--- src/hdl/tbcf_pkg.sv ---
// ----------------------------------------------------------------------------
// tbcf_pkg: shared types and constants for the triple-bank frame store
// Holds the command codes, the sequencer states, the field widths and the
// packed words that travel on the request and response channels.
// ----------------------------------------------------------------------------
package tbcf_pkg;

   localparam int CNT_W          = 6;
   localparam int IDX_W          = 5;
   localparam int POS_W          = 8;
   localparam int STORE_W        = 7;
   localparam int BSEL_W         = 2;
   localparam int DIST_W         = 8;
   localparam int MAX_SERVOS_DEF = 32;

   localparam logic [CNT_W-1:0]  COUNT_RESET = 6'd32;
   localparam logic [BSEL_W-1:0] BANK_CUR    = 2'd0;
   localparam logic [BSEL_W-1:0] BANK_LAST   = 2'd1;
   localparam logic [BSEL_W-1:0] BANK_NEXT   = 2'd2;

   typedef enum logic [2:0] {
      CMD_WRITE     = 3'd0,
      CMD_READ      = 3'd1,
      CMD_WRITE_ALL = 3'd2,
      CMD_COPY_NEXT = 3'd3,
      CMD_COPY_LAST = 3'd4,
      CMD_SWAP      = 3'd5,
      CMD_FADE      = 3'd6,
      CMD_SEND      = 3'd7
   } cmd_type;

   typedef enum logic [2:0] {
      ST_CLEAR,
      ST_IDLE,
      ST_SINGLE,
      ST_LOOP_RD,
      ST_LOOP_WR,
      ST_FINISH
   } state_type;

   typedef struct packed {
      cmd_type               command;
      logic [IDX_W-1:0]      servo_index;
      logic [POS_W-1:0]      position_value;
      logic [BSEL_W-1:0]     bank_select;
      logic [DIST_W-1:0]     fade_distance;
   } req_word_type;

   typedef struct packed {
      logic [IDX_W-1:0]      index_echo;
      logic [STORE_W-1:0]    read_value;
      logic [STORE_W-1:0]    pin_word;
   } rsp_word_type;

endpackage

--- src/hdl/tbcf_store_ram.sv ---
// ----------------------------------------------------------------------------
// tbcf_store_ram: frame store memory
// One write port and two registered read ports over all three banks.
// ----------------------------------------------------------------------------
module tbcf_store_ram
   import tbcf_pkg::*;
#(
   parameter int DEPTH = 3 * MAX_SERVOS_DEF,
   parameter int AW    = $clog2(DEPTH)
) (
   input  logic               clock,
   input  logic               wr_en,
   input  logic [AW-1:0]      wr_addr,
   input  logic [STORE_W-1:0] wr_data,
   input  logic [AW-1:0]      rd_addr_a,
   input  logic [AW-1:0]      rd_addr_b,
   output logic [STORE_W-1:0] rd_data_a,
   output logic [STORE_W-1:0] rd_data_b
);

   logic [STORE_W-1:0] mem [DEPTH];

   always_ff @(posedge clock) begin
      if (wr_en) begin
         mem[wr_addr] <= wr_data;
      end
   end

   // Addresses past the end only occur for reads whose data is discarded.
   always_ff @(posedge clock) begin
      rd_data_a <= mem[rd_addr_a];
      rd_data_b <= mem[rd_addr_b];
   end

endmodule

--- src/hdl/tbcf_blend.sv ---
// ----------------------------------------------------------------------------
// tbcf_blend: shared entry arithmetic
// Forms the value written back for one entry of a bulk command: fill value,
// copied entry, or the linear crossfade between the last and next entries.
// ----------------------------------------------------------------------------
module tbcf_blend
   import tbcf_pkg::*;
(
   input  cmd_type            cmd,
   input  logic [STORE_W-1:0] last_data,
   input  logic [STORE_W-1:0] next_data,
   input  logic [DIST_W-1:0]  distance,
   input  logic [STORE_W-1:0] fill_data,
   output logic [STORE_W-1:0] result
);

   logic signed [STORE_W+1:0]            delta;
   logic signed [STORE_W+DIST_W+2:0]     product;
   logic        [STORE_W-1:0]            step;

   // Only product bits 14:8 are used; the store keeps seven bits.
   always_comb begin
      delta   = $signed({2'b00, next_data} - {2'b00, last_data});
      product = delta * $signed({1'b0, distance});
      step    = product[DIST_W+STORE_W-1:DIST_W];
   end

   always_comb begin
      unique case (cmd)
         CMD_WRITE_ALL: result = fill_data;
         CMD_COPY_NEXT: result = next_data;
         CMD_COPY_LAST: result = last_data;
         CMD_FADE:      result = last_data + step;
         default:       result = '0;
      endcase
   end

endmodule

--- src/hdl/triple_bank_crossfade_frame_store.sv ---
// ----------------------------------------------------------------------------
// triple_bank_crossfade_frame_store: three-bank servo position store
// Keeps current, last and next banks of 7-bit servo positions and runs
// per-entry commands and whole-bank copies and crossfades through one
// shared arithmetic unit under a small sequencer.
// ----------------------------------------------------------------------------
//
//  Channel   Ports                          Direction  Word
//  request   req_valid req_stall req_data   in         req_word_type
//  response  rsp_valid rsp_stall rsp_data   out        rsp_word_type
//  config    csr_write csr_wdata            in         servo count, 6 bits
//
// Single-entry commands (write, read, swap, send) pass from acceptance
// through the single-step and finish states to a registered response word.
// Write all, both copies and the fade then walk the active entries, each
// with a read step on the two memory read ports and a write step through
// the blend unit, before the finish state.
// After reset a clearing pass writes zero to all 3*MAX_SERVOS entries, one
// per cycle, and no request word is taken meanwhile.
// A new request word is taken only in the idle state, and only when the
// response register is empty or being drained in the same cycle.
// ----------------------------------------------------------------------------
module triple_bank_crossfade_frame_store
   import tbcf_pkg::*;
#(
   parameter int MAX_SERVOS = MAX_SERVOS_DEF
) (
   input  logic              clock,
   input  logic              reset,
   input  logic              req_valid,
   output logic              req_stall,
   input  req_word_type      req_data,
   output logic              rsp_valid,
   input  logic              rsp_stall,
   output rsp_word_type      rsp_data,
   input  logic              csr_write,
   input  logic [CNT_W-1:0]  csr_wdata
);

   localparam int DEPTH = 3 * MAX_SERVOS;
   localparam int AW    = $clog2(DEPTH);

   // Sequencer and item registers.
   state_type           state_ff, state_in;
   cmd_type             cmd_ff, cmd_in;
   logic [IDX_W-1:0]    idx_ff, idx_in;
   logic [POS_W-1:0]    val_ff, val_in;
   logic [BSEL_W-1:0]   bsel_ff, bsel_in;
   logic [DIST_W-1:0]   dist_ff, dist_in;
   logic [CNT_W-1:0]    i_ff, i_in;
   logic [AW-1:0]       clr_ff, clr_in;

   // Architectural state.
   logic [BSEL_W-1:0]   last_ff, last_in;
   logic [BSEL_W-1:0]   next_ff, next_in;
   logic [STORE_W-1:0]  pin_ff, pin_in;
   logic [CNT_W-1:0]    count_ff, count_in;

   // Response register.
   logic                rsp_valid_ff, rsp_valid_in;
   rsp_word_type        rsp_data_ff, rsp_data_in;

   // Memory port and derived values.
   logic                mem_we;
   logic [AW-1:0]       mem_waddr;
   logic [STORE_W-1:0]  mem_wdata;
   logic [AW-1:0]       mem_raddr_a;
   logic [AW-1:0]       mem_raddr_b;
   logic [STORE_W-1:0]  mem_rdata_a;
   logic [STORE_W-1:0]  mem_rdata_b;
   logic [STORE_W-1:0]  blend_data;

   logic                accept;
   logic [CNT_W-1:0]    cnt;
   logic                cnt_zero;
   logic                idx_in_range;
   logic                last_iter;
   logic                is_loop;
   logic [AW-1:0]       cnt_a;
   logic [AW-1:0]       cnt2_a;
   logic [AW-1:0]       i_a;
   logic [AW-1:0]       idx_a;
   logic [BSEL_W-1:0]   sel_bank;
   logic [AW-1:0]       sel_base;
   logic [AW-1:0]       last_base;
   logic [AW-1:0]       next_base;

   // A count above MAX_SERVOS is taken as MAX_SERVOS.
   always_comb begin
      cnt = ({2'b00, count_ff} > 8'(MAX_SERVOS)) ? CNT_W'(MAX_SERVOS) : count_ff;
      cnt_zero     = (cnt == '0);
      idx_in_range = ({1'b0, idx_ff} < cnt);
      last_iter    = (i_ff == CNT_W'(cnt - 1'b1));
      is_loop      = cmd_ff inside {CMD_WRITE_ALL, CMD_COPY_NEXT, CMD_COPY_LAST, CMD_FADE};
   end

   // Entry i of bank b sits at b*count + i. The bank pointers only ever
   // hold 1 or 2, so with bank 0 the product selects 0, count or 2*count.
   always_comb begin
      cnt_a  = AW'(cnt);
      cnt2_a = AW'({cnt, 1'b0});
      i_a    = AW'(i_ff);
      idx_a  = AW'(idx_ff);
      if (bsel_ff == BANK_CUR) begin
         sel_bank = BANK_CUR;
      end else if (bsel_ff == BANK_NEXT) begin
         sel_bank = next_ff;
      end else begin
         sel_bank = last_ff;
      end
      sel_base  = sel_bank[1] ? cnt2_a : (sel_bank[0] ? cnt_a : '0);
      last_base = last_ff[1]  ? cnt2_a : (last_ff[0]  ? cnt_a : '0);
      next_base = next_ff[1]  ? cnt2_a : (next_ff[0]  ? cnt_a : '0);
   end

   assign req_stall = !((state_ff == ST_IDLE) && (!rsp_valid_ff || !rsp_stall));
   assign accept    = req_valid && !req_stall;

   // Next state.
   always_comb begin
      state_in = state_ff;
      unique case (state_ff)
         ST_CLEAR: begin
            if (clr_ff == AW'(DEPTH - 1)) begin
               state_in = ST_IDLE;
            end
         end
         ST_IDLE: begin
            if (accept) begin
               state_in = ST_SINGLE;
            end
         end
         ST_SINGLE: begin
            state_in = (is_loop && !cnt_zero) ? ST_LOOP_RD : ST_FINISH;
         end
         ST_LOOP_RD: begin
            state_in = ST_LOOP_WR;
         end
         ST_LOOP_WR: begin
            state_in = last_iter ? ST_FINISH : ST_LOOP_RD;
         end
         ST_FINISH: begin
            state_in = ST_IDLE;
         end
         default: begin
            state_in = ST_IDLE;
         end
      endcase
   end

   // Memory port control.
   always_comb begin
      mem_we      = 1'b0;
      mem_waddr   = '0;
      mem_wdata   = '0;
      mem_raddr_a = '0;
      mem_raddr_b = '0;
      unique case (state_ff)
         ST_CLEAR: begin
            mem_we    = 1'b1;
            mem_waddr = clr_ff;
         end
         ST_SINGLE: begin
            // Send always reads the first entry of the store.
            mem_raddr_a = (cmd_ff == CMD_SEND) ? '0 : sel_base + idx_a;
            if (cmd_ff == CMD_WRITE && !cnt_zero && idx_in_range) begin
               mem_we    = 1'b1;
               mem_waddr = sel_base + idx_a;
               mem_wdata = val_ff[POS_W-1:1];
            end
         end
         ST_LOOP_RD: begin
            mem_raddr_a = last_base + i_a;
            mem_raddr_b = next_base + i_a;
         end
         ST_LOOP_WR: begin
            mem_we    = 1'b1;
            mem_wdata = blend_data;
            unique case (cmd_ff)
               CMD_WRITE_ALL: mem_waddr = sel_base + i_a;
               CMD_COPY_NEXT: mem_waddr = last_base + i_a;
               default:       mem_waddr = i_a;
            endcase
         end
         default: begin
         end
      endcase
   end

   // Register next values.
   always_comb begin
      cmd_in       = cmd_ff;
      idx_in       = idx_ff;
      val_in       = val_ff;
      bsel_in      = bsel_ff;
      dist_in      = dist_ff;
      i_in         = i_ff;
      clr_in       = clr_ff;
      last_in      = last_ff;
      next_in      = next_ff;
      pin_in       = pin_ff;
      count_in     = csr_write ? csr_wdata : count_ff;
      rsp_valid_in = rsp_valid_ff && rsp_stall;
      rsp_data_in  = rsp_data_ff;

      if (accept) begin
         cmd_in  = req_data.command;
         idx_in  = req_data.servo_index;
         val_in  = req_data.position_value;
         bsel_in = req_data.bank_select;
         dist_in = req_data.fade_distance;
      end

      if (state_ff == ST_CLEAR) begin
         clr_in = clr_ff + 1'b1;
      end

      if (state_ff == ST_SINGLE) begin
         i_in = '0;
         if (cmd_ff == CMD_SWAP) begin
            last_in = next_ff;
            next_in = last_ff;
         end
      end

      if (state_ff == ST_LOOP_WR) begin
         i_in = i_ff + 1'b1;
      end

      // The read issued in the single-step state has landed by now.
      if (state_ff == ST_FINISH) begin
         if (cmd_ff == CMD_SEND) begin
            pin_in = mem_rdata_a;
         end
         rsp_valid_in           = 1'b1;
         rsp_data_in.index_echo = (cmd_ff == CMD_WRITE && !cnt_zero) ? idx_ff : '0;
         rsp_data_in.read_value = (cmd_ff == CMD_READ && idx_in_range) ? mem_rdata_a : '0;
         rsp_data_in.pin_word   = (cmd_ff == CMD_SEND) ? mem_rdata_a : pin_ff;
      end
   end

   always_ff @(posedge clock) begin
      if (reset) begin
         state_ff     <= ST_CLEAR;
         i_ff         <= '0;
         clr_ff       <= '0;
         last_ff      <= BANK_LAST;
         next_ff      <= BANK_NEXT;
         pin_ff       <= '0;
         count_ff     <= COUNT_RESET;
         rsp_valid_ff <= 1'b0;
      end else begin
         state_ff     <= state_in;
         i_ff         <= i_in;
         clr_ff       <= clr_in;
         last_ff      <= last_in;
         next_ff      <= next_in;
         pin_ff       <= pin_in;
         count_ff     <= count_in;
         rsp_valid_ff <= rsp_valid_in;
      end
   end

   always_ff @(posedge clock) begin
      cmd_ff      <= cmd_in;
      idx_ff      <= idx_in;
      val_ff      <= val_in;
      bsel_ff     <= bsel_in;
      dist_ff     <= dist_in;
      rsp_data_ff <= rsp_data_in;
   end

   assign rsp_valid = rsp_valid_ff;
   assign rsp_data  = rsp_data_ff;

   tbcf_store_ram #(
      .DEPTH (DEPTH),
      .AW    (AW)
   ) u_store (
      .clock     (clock),
      .wr_en     (mem_we),
      .wr_addr   (mem_waddr),
      .wr_data   (mem_wdata),
      .rd_addr_a (mem_raddr_a),
      .rd_addr_b (mem_raddr_b),
      .rd_data_a (mem_rdata_a),
      .rd_data_b (mem_rdata_b)
   );

   tbcf_blend u_blend (
      .cmd       (cmd_ff),
      .last_data (mem_rdata_a),
      .next_data (mem_rdata_b),
      .distance  (dist_ff),
      .fill_data (val_ff[POS_W-1:1]),
      .result    (blend_data)
   );

`ifndef SYNTHESIS
   // The two swappable pointers always name the two non-current banks.
   a_banks_distinct: assert property (@(posedge clock) disable iff (reset)
      (last_ff != next_ff) && (last_ff != BANK_CUR) && (next_ff != BANK_CUR))
      else $error("last and next bank pointers collide");

   // The response register is free whenever a result is about to be loaded.
   a_rsp_free: assert property (@(posedge clock) disable iff (reset)
      (state_ff == ST_FINISH) |-> !rsp_valid_ff)
      else $error("response register overwritten");

   a_rsp_loaded: assert property (@(posedge clock) disable iff (reset)
      (state_ff == ST_FINISH) |=> rsp_valid_ff)
      else $error("finished command produced no response");

   // The entry walk stays inside the active count.
   a_loop_range: assert property (@(posedge clock) disable iff (reset)
      (state_ff == ST_LOOP_WR) |-> (i_ff < cnt))
      else $error("entry walk past active count");

   a_idle_quiet: assert property (@(posedge clock) disable iff (reset)
      (state_ff == ST_IDLE) |-> !mem_we)
      else $error("store written while idle");
`endif

endmodule

--- config.mk ---
export PLATFORM = sky130hd
export DESIGN_NAME = triple_bank_crossfade_frame_store
export DESIGN_NICKNAME = d
export VERILOG_FILES = /design/src/hdl/tbcf_pkg.sv /design/src/hdl/tbcf_store_ram.sv /design/src/hdl/tbcf_blend.sv /design/src/hdl/triple_bank_crossfade_frame_store.sv
export SDC_FILE = /design/constraint.sdc
export NUM_CORES = 2
export LEC_CHECK = 0
export ABC_AREA = 1
export BUFFER_PORTS_ARGS = -buffer_cell sky130_fd_sc_hd__buf_2
export CORE_MARGIN = 4
export CORE_UTILIZATION = 43
export CTS_CLUSTER_DIAMETER = 50
export DETAILED_ROUTE_END_ITERATION = 10
export PLACE_DENSITY = 0.55
export SETUP_SLACK_MARGIN = 0.3
export SYNTH_ARGS = -nofsm -noshare
export SYNTH_HDL_FRONTEND = slang
export SYNTH_HIERARCHICAL = 1
export SYNTH_SLANG_ARGS = --single-unit
--- constraint.sdc ---
create_clock -name clock -period 8.9 [get_ports clock]
set_clock_uncertainty 0.2 [all_clocks]
set_input_delay 0.89 -clock clock [delete_from_list [all_inputs] [get_ports clock]]
set_output_delay 0.89 -clock clock [all_outputs]
set_load 0.01 [all_outputs]
After elaboration in Yosys (flattened, before gate mapping). Memory sizes are Yosys's and may differ from the RTL's. A register that Yosys moved wholly into a read port is not among the register bits. Index checks and enable logic that the tools add are counted.

Register bits after elaboration: 79. Latch bits: 0. Memory bits (writable): 672. ROM bits: 0. Input bits: 37. Output and inout port bits: 21. Word-level logic and storage cells: 98. Memories: 1.

Memories: u_store.mem (depth 96, width 7, rd ports 2, clocked after Yosys merged registers in 2, wr ports 1, line tbcf_store_ram.sv:21) `logic [STORE_W-1:0] mem [DEPTH];`.

Add/sub/neg operators: 9. Multiply operators: 1. Div/mod/pow operators: 0. $lt $le $gt $ge: 2. Eq/ne operators: 17. Shift-type cells: 0. Multiplexer cells: 31. Bitwise gates (word level): 0. Reduce and logical (&&, ||, !) cells: 21.

Operators by type and width (count): 2-to-1 mux 7 bit (8); case mux 7 bit (2 select lines) (3); 2-to-1 mux 6 bit (6); case mux 7 bit (4 select lines) (1); adder 7 x 6 -> 7 bit (3); case mux 7 bit (3 select lines) (1); == test 3 bit (second input constant) (6); multiplier 8 x 9 -> 15 bit (1); case mux 3 bit (5 select lines) (1); == test 3 x 2 -> 1 bit (second input constant) (4); 2-to-1 mux 3 bit (4); subtractor 7 x 7 -> 8 bit (1); adder 7 x 1 -> 7 bit (second input constant) (1); adder 7 x 5 -> 7 bit (1); adder 7 bit (1); == test 7 bit (second input constant) (1); logical AND 1 bit (7); adder 6 x 1 -> 6 bit (second input constant) (1); == test 3 x 1 -> 1 bit (second input constant) (2); == test 6 bit (1); > comparator 6 bit (second input constant) (1); zero test 3 bit (2); zero test 6 bit (1); less-than comparator 5 x 6 -> 1 bit (1); other kinds (13) (22).

Logic depth before layout (Yosys ltp).
Word-level depth: 10. Mapped depth: 42.

By module. The synthesis kept the hierarchy.

Modules (own cells, without submodules): tbcf_store_ram (instances 1, cells each 3911, area an instance 34704.5 um2); triple_bank_crossfade_frame_store (instances 1, cells each 644, area an instance 4951.0 um2); tbcf_blend (instances 1, cells each 400, area an instance 2766.4 um2).

Worst setup path after synthesis. OpenSTA, ideal clock, no wires.

Path kind: reg2reg. Start point: register u_store.rd_data_a[0] (read register of u_store.mem). End point: memory u_store.mem[0][6] (data pin). Setup time: 0.434 ns. Arrival time: 7.155 ns. Required time: 8.266 ns. Setup slack: 1.110 ns. Stages on the path, launching flop included: 41. Buffers on the path: 0. Cell sequence: dfxtp_1 -> ha_1 -> inv_1 -> fa_1 -> nand3_1 -> nand2_1 -> nand2_2 -> nand2_2 -> a21oi_4 -> xor2_2 -> nor2_1 -> fa_1 -> inv_1 -> fa_1 -> inv_1 -> fa_1 -> inv_1 -> fa_1 -> [5 not listed] -> nand2_1 -> a21oi_1 -> xor2_1 -> inv_1 -> ha_1 -> nand2_1 -> inv_1 -> nand3_1 -> nand3_1 -> nand3_1 -> nand2_1 -> nand2_2 -> nand2_1 -> nand2_1 -> nand3_1 -> nand2_1 -> nand2_1 -> nand2_1.

Longest elaborated chain between the ends: 5.

RTL lines: start: declaration (line tbcf_store_ram.sv:17) `output logic [STORE_W-1:0] rd_data_a,`; subtractor 7 x 7 -> 8 bit (line tbcf_blend.sv:23) `delta = $signed({2'b00, next_data} - {2'b00, last_data});`; multiplier 8 x 9 -> 15 bit (line tbcf_blend.sv:24) `product = delta * $signed({1'b0, distance});`; adder 7 bit * (line tbcf_blend.sv:33) `CMD_FADE: result = last_data + step;`; case mux 7 bit (4 select lines) * (line tbcf_blend.sv:29) `unique case (cmd)`; via blend_data[6] (line triple_bank_crossfade_frame_store.sv:71) `logic [STORE_W-1:0] blend_data;`; case mux 7 bit (2 select lines) * (line triple_bank_crossfade_frame_store.sv:158) `unique case (state_ff)`; via mem_wdata[6] (line triple_bank_crossfade_frame_store.sv:66) `logic [STORE_W-1:0] mem_wdata;`; end: declaration (line tbcf_store_ram.sv:21).

The timed path passes the listed nets; every way through them passes the cells marked *.

Worst setup path in the final report.
Start point: register u_store.rd_data_a[0] (read register of u_store.mem). End point: memory u_store.mem[41][6] (data pin).

The elaborated chain is that of the path after synthesis.

==> results.txt <==
The post-CTS clock slew at the launch and capture registers of the worst setup and hold paths is 0.05 ns. The final route contains 35720 vias. The share of final-layout standard cells stronger than drive strength 1 came out at 6.999%. The slew at the pin closest to its max-slew limit came out at 1.239 ns. For this design, the sink count on the clock tree is 764.

The signed area change from the synthesized netlist to the final layout is 10.58%. The H-tree depth is 3. The worst setup path is of the reg -> reg kind.

For this run, the register share of the synthesized area comes to 52.95%. At the worst endpoint, the required time is 9.19 ns. The average cell area after synthesis is 8.561 sq um. The detailed-router iteration count before antenna repair is 6. The count of final hold-check violations came to 0.

The min-delay analysis places its worst path in the category in -> reg. The buffers inserted during post-CTS setup optimization is 0. The slowest stage of the critical path is the sky130_fd_sc_hd__fa_1 cell. In the synthesized netlist, the number of instances is 4955.

The number of global-route vias before repair is 33400. The max-capacitance violation count is 0. The post-synthesis instance area is 42420 sq um. The number of flops mapped to enable cells by yosys is 716. The delay of the slowest cell on the worst path came out at 0.53 ns. After detailed routing, the number of remaining DRC violations is 0. The maximum buffer depth of the clock tree is 3.

The most used flip-flop cell after synthesis is sky130_fd_sc_hd__edfxtp_1. After detailed routing, the average wire length per cell comes to 22.89 um. Summed over all cells, the static leakage comes to 18.35 nW. The share of synthesized registers carrying an async set or reset came out at 0%.

The placeable core area came out at 97280 sq um. The run finished with clean final reports. Among all cell types in the netlist, the one instantiated most often is sky130_fd_sc_hd__nand2_1. The initial core utilization is 43.61%. The multi-input logic area came out at 17500 sq um. The count of final max-slew check failures came to 0. The Yosys warning count is 6. The synthesized design devotes to its leading area cell type 50.68% of total area.

Setup repair after global routing left no endpoint under its margin. The largest driver fanout on the critical path is 51. In this design, the critical path's most frequently occurring cell is sky130_fd_sc_hd__nand2_1. The worst setup path is launched from a flop. Global routing used 26.94% of the available tracks. The post-synthesis net count is 5110. On the critical path the largest part of the delay comes from adder cells. The top-level I/O count came out at 58. The floorplan step set the die width to 322.1 um.

The worst max-slew margin expressed relative to the limit came out at 17.41%. The storage element area is 22460 sq um. The congestion estimate from routability-driven global placement came to 0.9050. The row count came out at 114. The final design utilization is 48.22%. Setup violations remaining at the end of the flow were counted as 0. In the post-synthesis netlist, the biggest area contributors are sky130_fd_sc_hd__edfxtp_1 (51%), sky130_fd_sc_hd__nand2_1 (15%), sky130_fd_sc_hd__nand3_1 (11%). The number of synthesized register bits came out at 764. The final HPWL from detailed placement is 84.42 mm.

After the last flow step, the layout net total stands at 5022. The initial antenna violation count came out at 0. Timing would allow up to 0.1245 GHz. The total power per unit cell area came out at 229.9 nW/um^2. The detailed router's first-iteration violation count came out at 4283. TritonCTS created 107 clock buffers. The die footprint is 103700 sq um. The critical path buffer and inverter count came out at 8.

The capturing element type of the critical path is a flop. At the worst endpoint, the arrival time is 8.32 ns. The largest net degree at the start of global routing is 210. The time the worst path needs with I/O delays and setup came out at 8.030 ns. Once detail routing completed, the nets flagged for antenna violations numbered 0. The post-detailed-route via-to-cell ratio is 5.729.

The final total negative setup slack is 0 ns. The final clock period utilization by the worst path came out at 90.22%. The clock reaches the later pin of the worst-skew pair after 0.69 ns. The distinct cell type count after synthesis came out at 55. TritonCTS built the clock tree. The cell sitting at the root of the clock tree is a sky130_fd_sc_hd__clkbuf_16.

The wire length of the first global-routing pass is 211.6 mm. Summed over all layers, the routed wires come to 142.7 mm. The final global-route overflow total came out at 0. Port buffering added 56 buffers.

Counting instances in the post-synthesis netlist gives the leading cell types as sky130_fd_sc_hd__nand2_1 (1718), sky130_fd_sc_hd__nand3_1 (957), sky130_fd_sc_hd__edfxtp_1 (716). After filler insertion, the fill cell instance count of the layout stands at 9302. Final hold analysis gives a worst-case slack of 0.1700 ns. The synthesized design spends more area on one cell type than any other, namely sky130_fd_sc_hd__edfxtp_1. The height of the chip came out at 322.1 um. The maximum vdd drop came out at 0.2857 mV.
[routing by layer]
metal	GRT usage [%]	up-vias	share of wire, %
met5	0	-	0
met2	42.11	1687	45
met1	38.16	17060	43
li1	-	16670	-
met4	9.214	0	3.4
met3	4.587	307	9.1
[cells in the final DEF (no fill, tap or decap), types with 39 or more instances in the layout]
| cell | Yosys | final |
|---|---|---|
| sky130_fd_sc_hd__a21oi_1 | 173 | 171 |
| sky130_fd_sc_hd__buf_2 | 124 | 56 |
| sky130_fd_sc_hd__clkbuf_16 | 0 | 110 |
| sky130_fd_sc_hd__dfxtp_1 | 48 | 48 |
| sky130_fd_sc_hd__edfxtp_1 | 716 | 716 |
| sky130_fd_sc_hd__fa_1 | 41 | 41 |
| sky130_fd_sc_hd__ha_1 | 77 | 77 |
| sky130_fd_sc_hd__inv_1 | 225 | 222 |
| sky130_fd_sc_hd__nand2_1 | 1718 | 1711 |
| sky130_fd_sc_hd__nand3_1 | 957 | 957 |
| sky130_fd_sc_hd__nor2_1 | 341 | 337 |
| sky130_fd_sc_hd__o21ai_0 | 146 | 144 |
| sky130_fd_sc_hd__o31ai_1 | 39 | 39 |
[what timing repair did]
item	CTS	global route
resized for setup	0	1
hold buffers	0	0
endpoints found under the setup margin	0	35
[through the flow]
step | std cells | power, mW | area, sq um | setup WS [ns]
after detailed placement | 6034 | 6.510 | 43290 | 0.9083
after global routing | 6234 | 11.38 | 46910 | 0.4091
after floorplan | 4955 | 5.948 | 42420 | 1.110
final | 6235 | 10.78 | 46910 | 0.8702
after CTS | 6234 | 10.83 | 46900 | 0.8105
after global placement | 6034 | 6.520 | 43290 | 0.8545
[final timing paths]
| kind | from | endpoint | slack [ns] | depth (start not counted) |
|---|---|---|---|---|
| worst min-delay path | req_data[22] | idx_ff[4] | 0.17 | 1 |
| worst max register to register | u_store/rd_data_a[0] | u_store/mem[41][6] | 0.87 | 41 |
| worst min register to register | count_ff[2] | count_ff[2] | 0.29 | 2 |
| worst max-delay path | u_store/rd_data_a[0] | u_store/mem[41][6] | 0.87 | 41 |
[registers in the layout, summed over array words and instances, names as in the netlist, 3 cells and up]
name,count
i_ff,6
pin_ff,7
clr_ff,7
rsp_data,19
cmd_ff,3
u_store/rd_data_a,7
u_store/rd_data_b,7
u_store/mem,672
state_ff,3
count_ff,6
dist_ff,8
val_ff,7
idx_ff,5
[kinds of logic after synthesis]
| logic type | Yosys count | share of synthesized area (%) |
|---|---|---|
| AOI/OAI and AO/OA | 424 | 5.672 |
| xor gates and xnor gates | 18 | 0.4071 |
| adders and majority gates | 118 | 4.206 |
| buffers and inverters | 545 | 6.153 |
| DFF | 764 | 52.95 |
| and+or+nand+nor | 3086 | 30.61 |
[where the power goes]
part	switching (mW)	internal (mW)
registers	0.0157	3.90
logic	1.61	0.964
clock network	1.66	2.64
[final cells by class]
| cell class | instances | share of cell area [%] |
|---|---|---|
| Tap cell | 1276 | 3.403 |
| Clock inverter | 71 | 1.659 |
| Inverter | 244 | 2.048 |
| Clock buffer | 129 | 6.041 |
| Antenna cell | 1 | 0.005335 |
| Multi-Input combinational cell | 3646 | 37.30 |
| Timing Repair Buffer | 104 | 1.659 |
| Sequential cell | 764 | 47.88 |
Note: power is estimated with default switching activity, not from simulation.
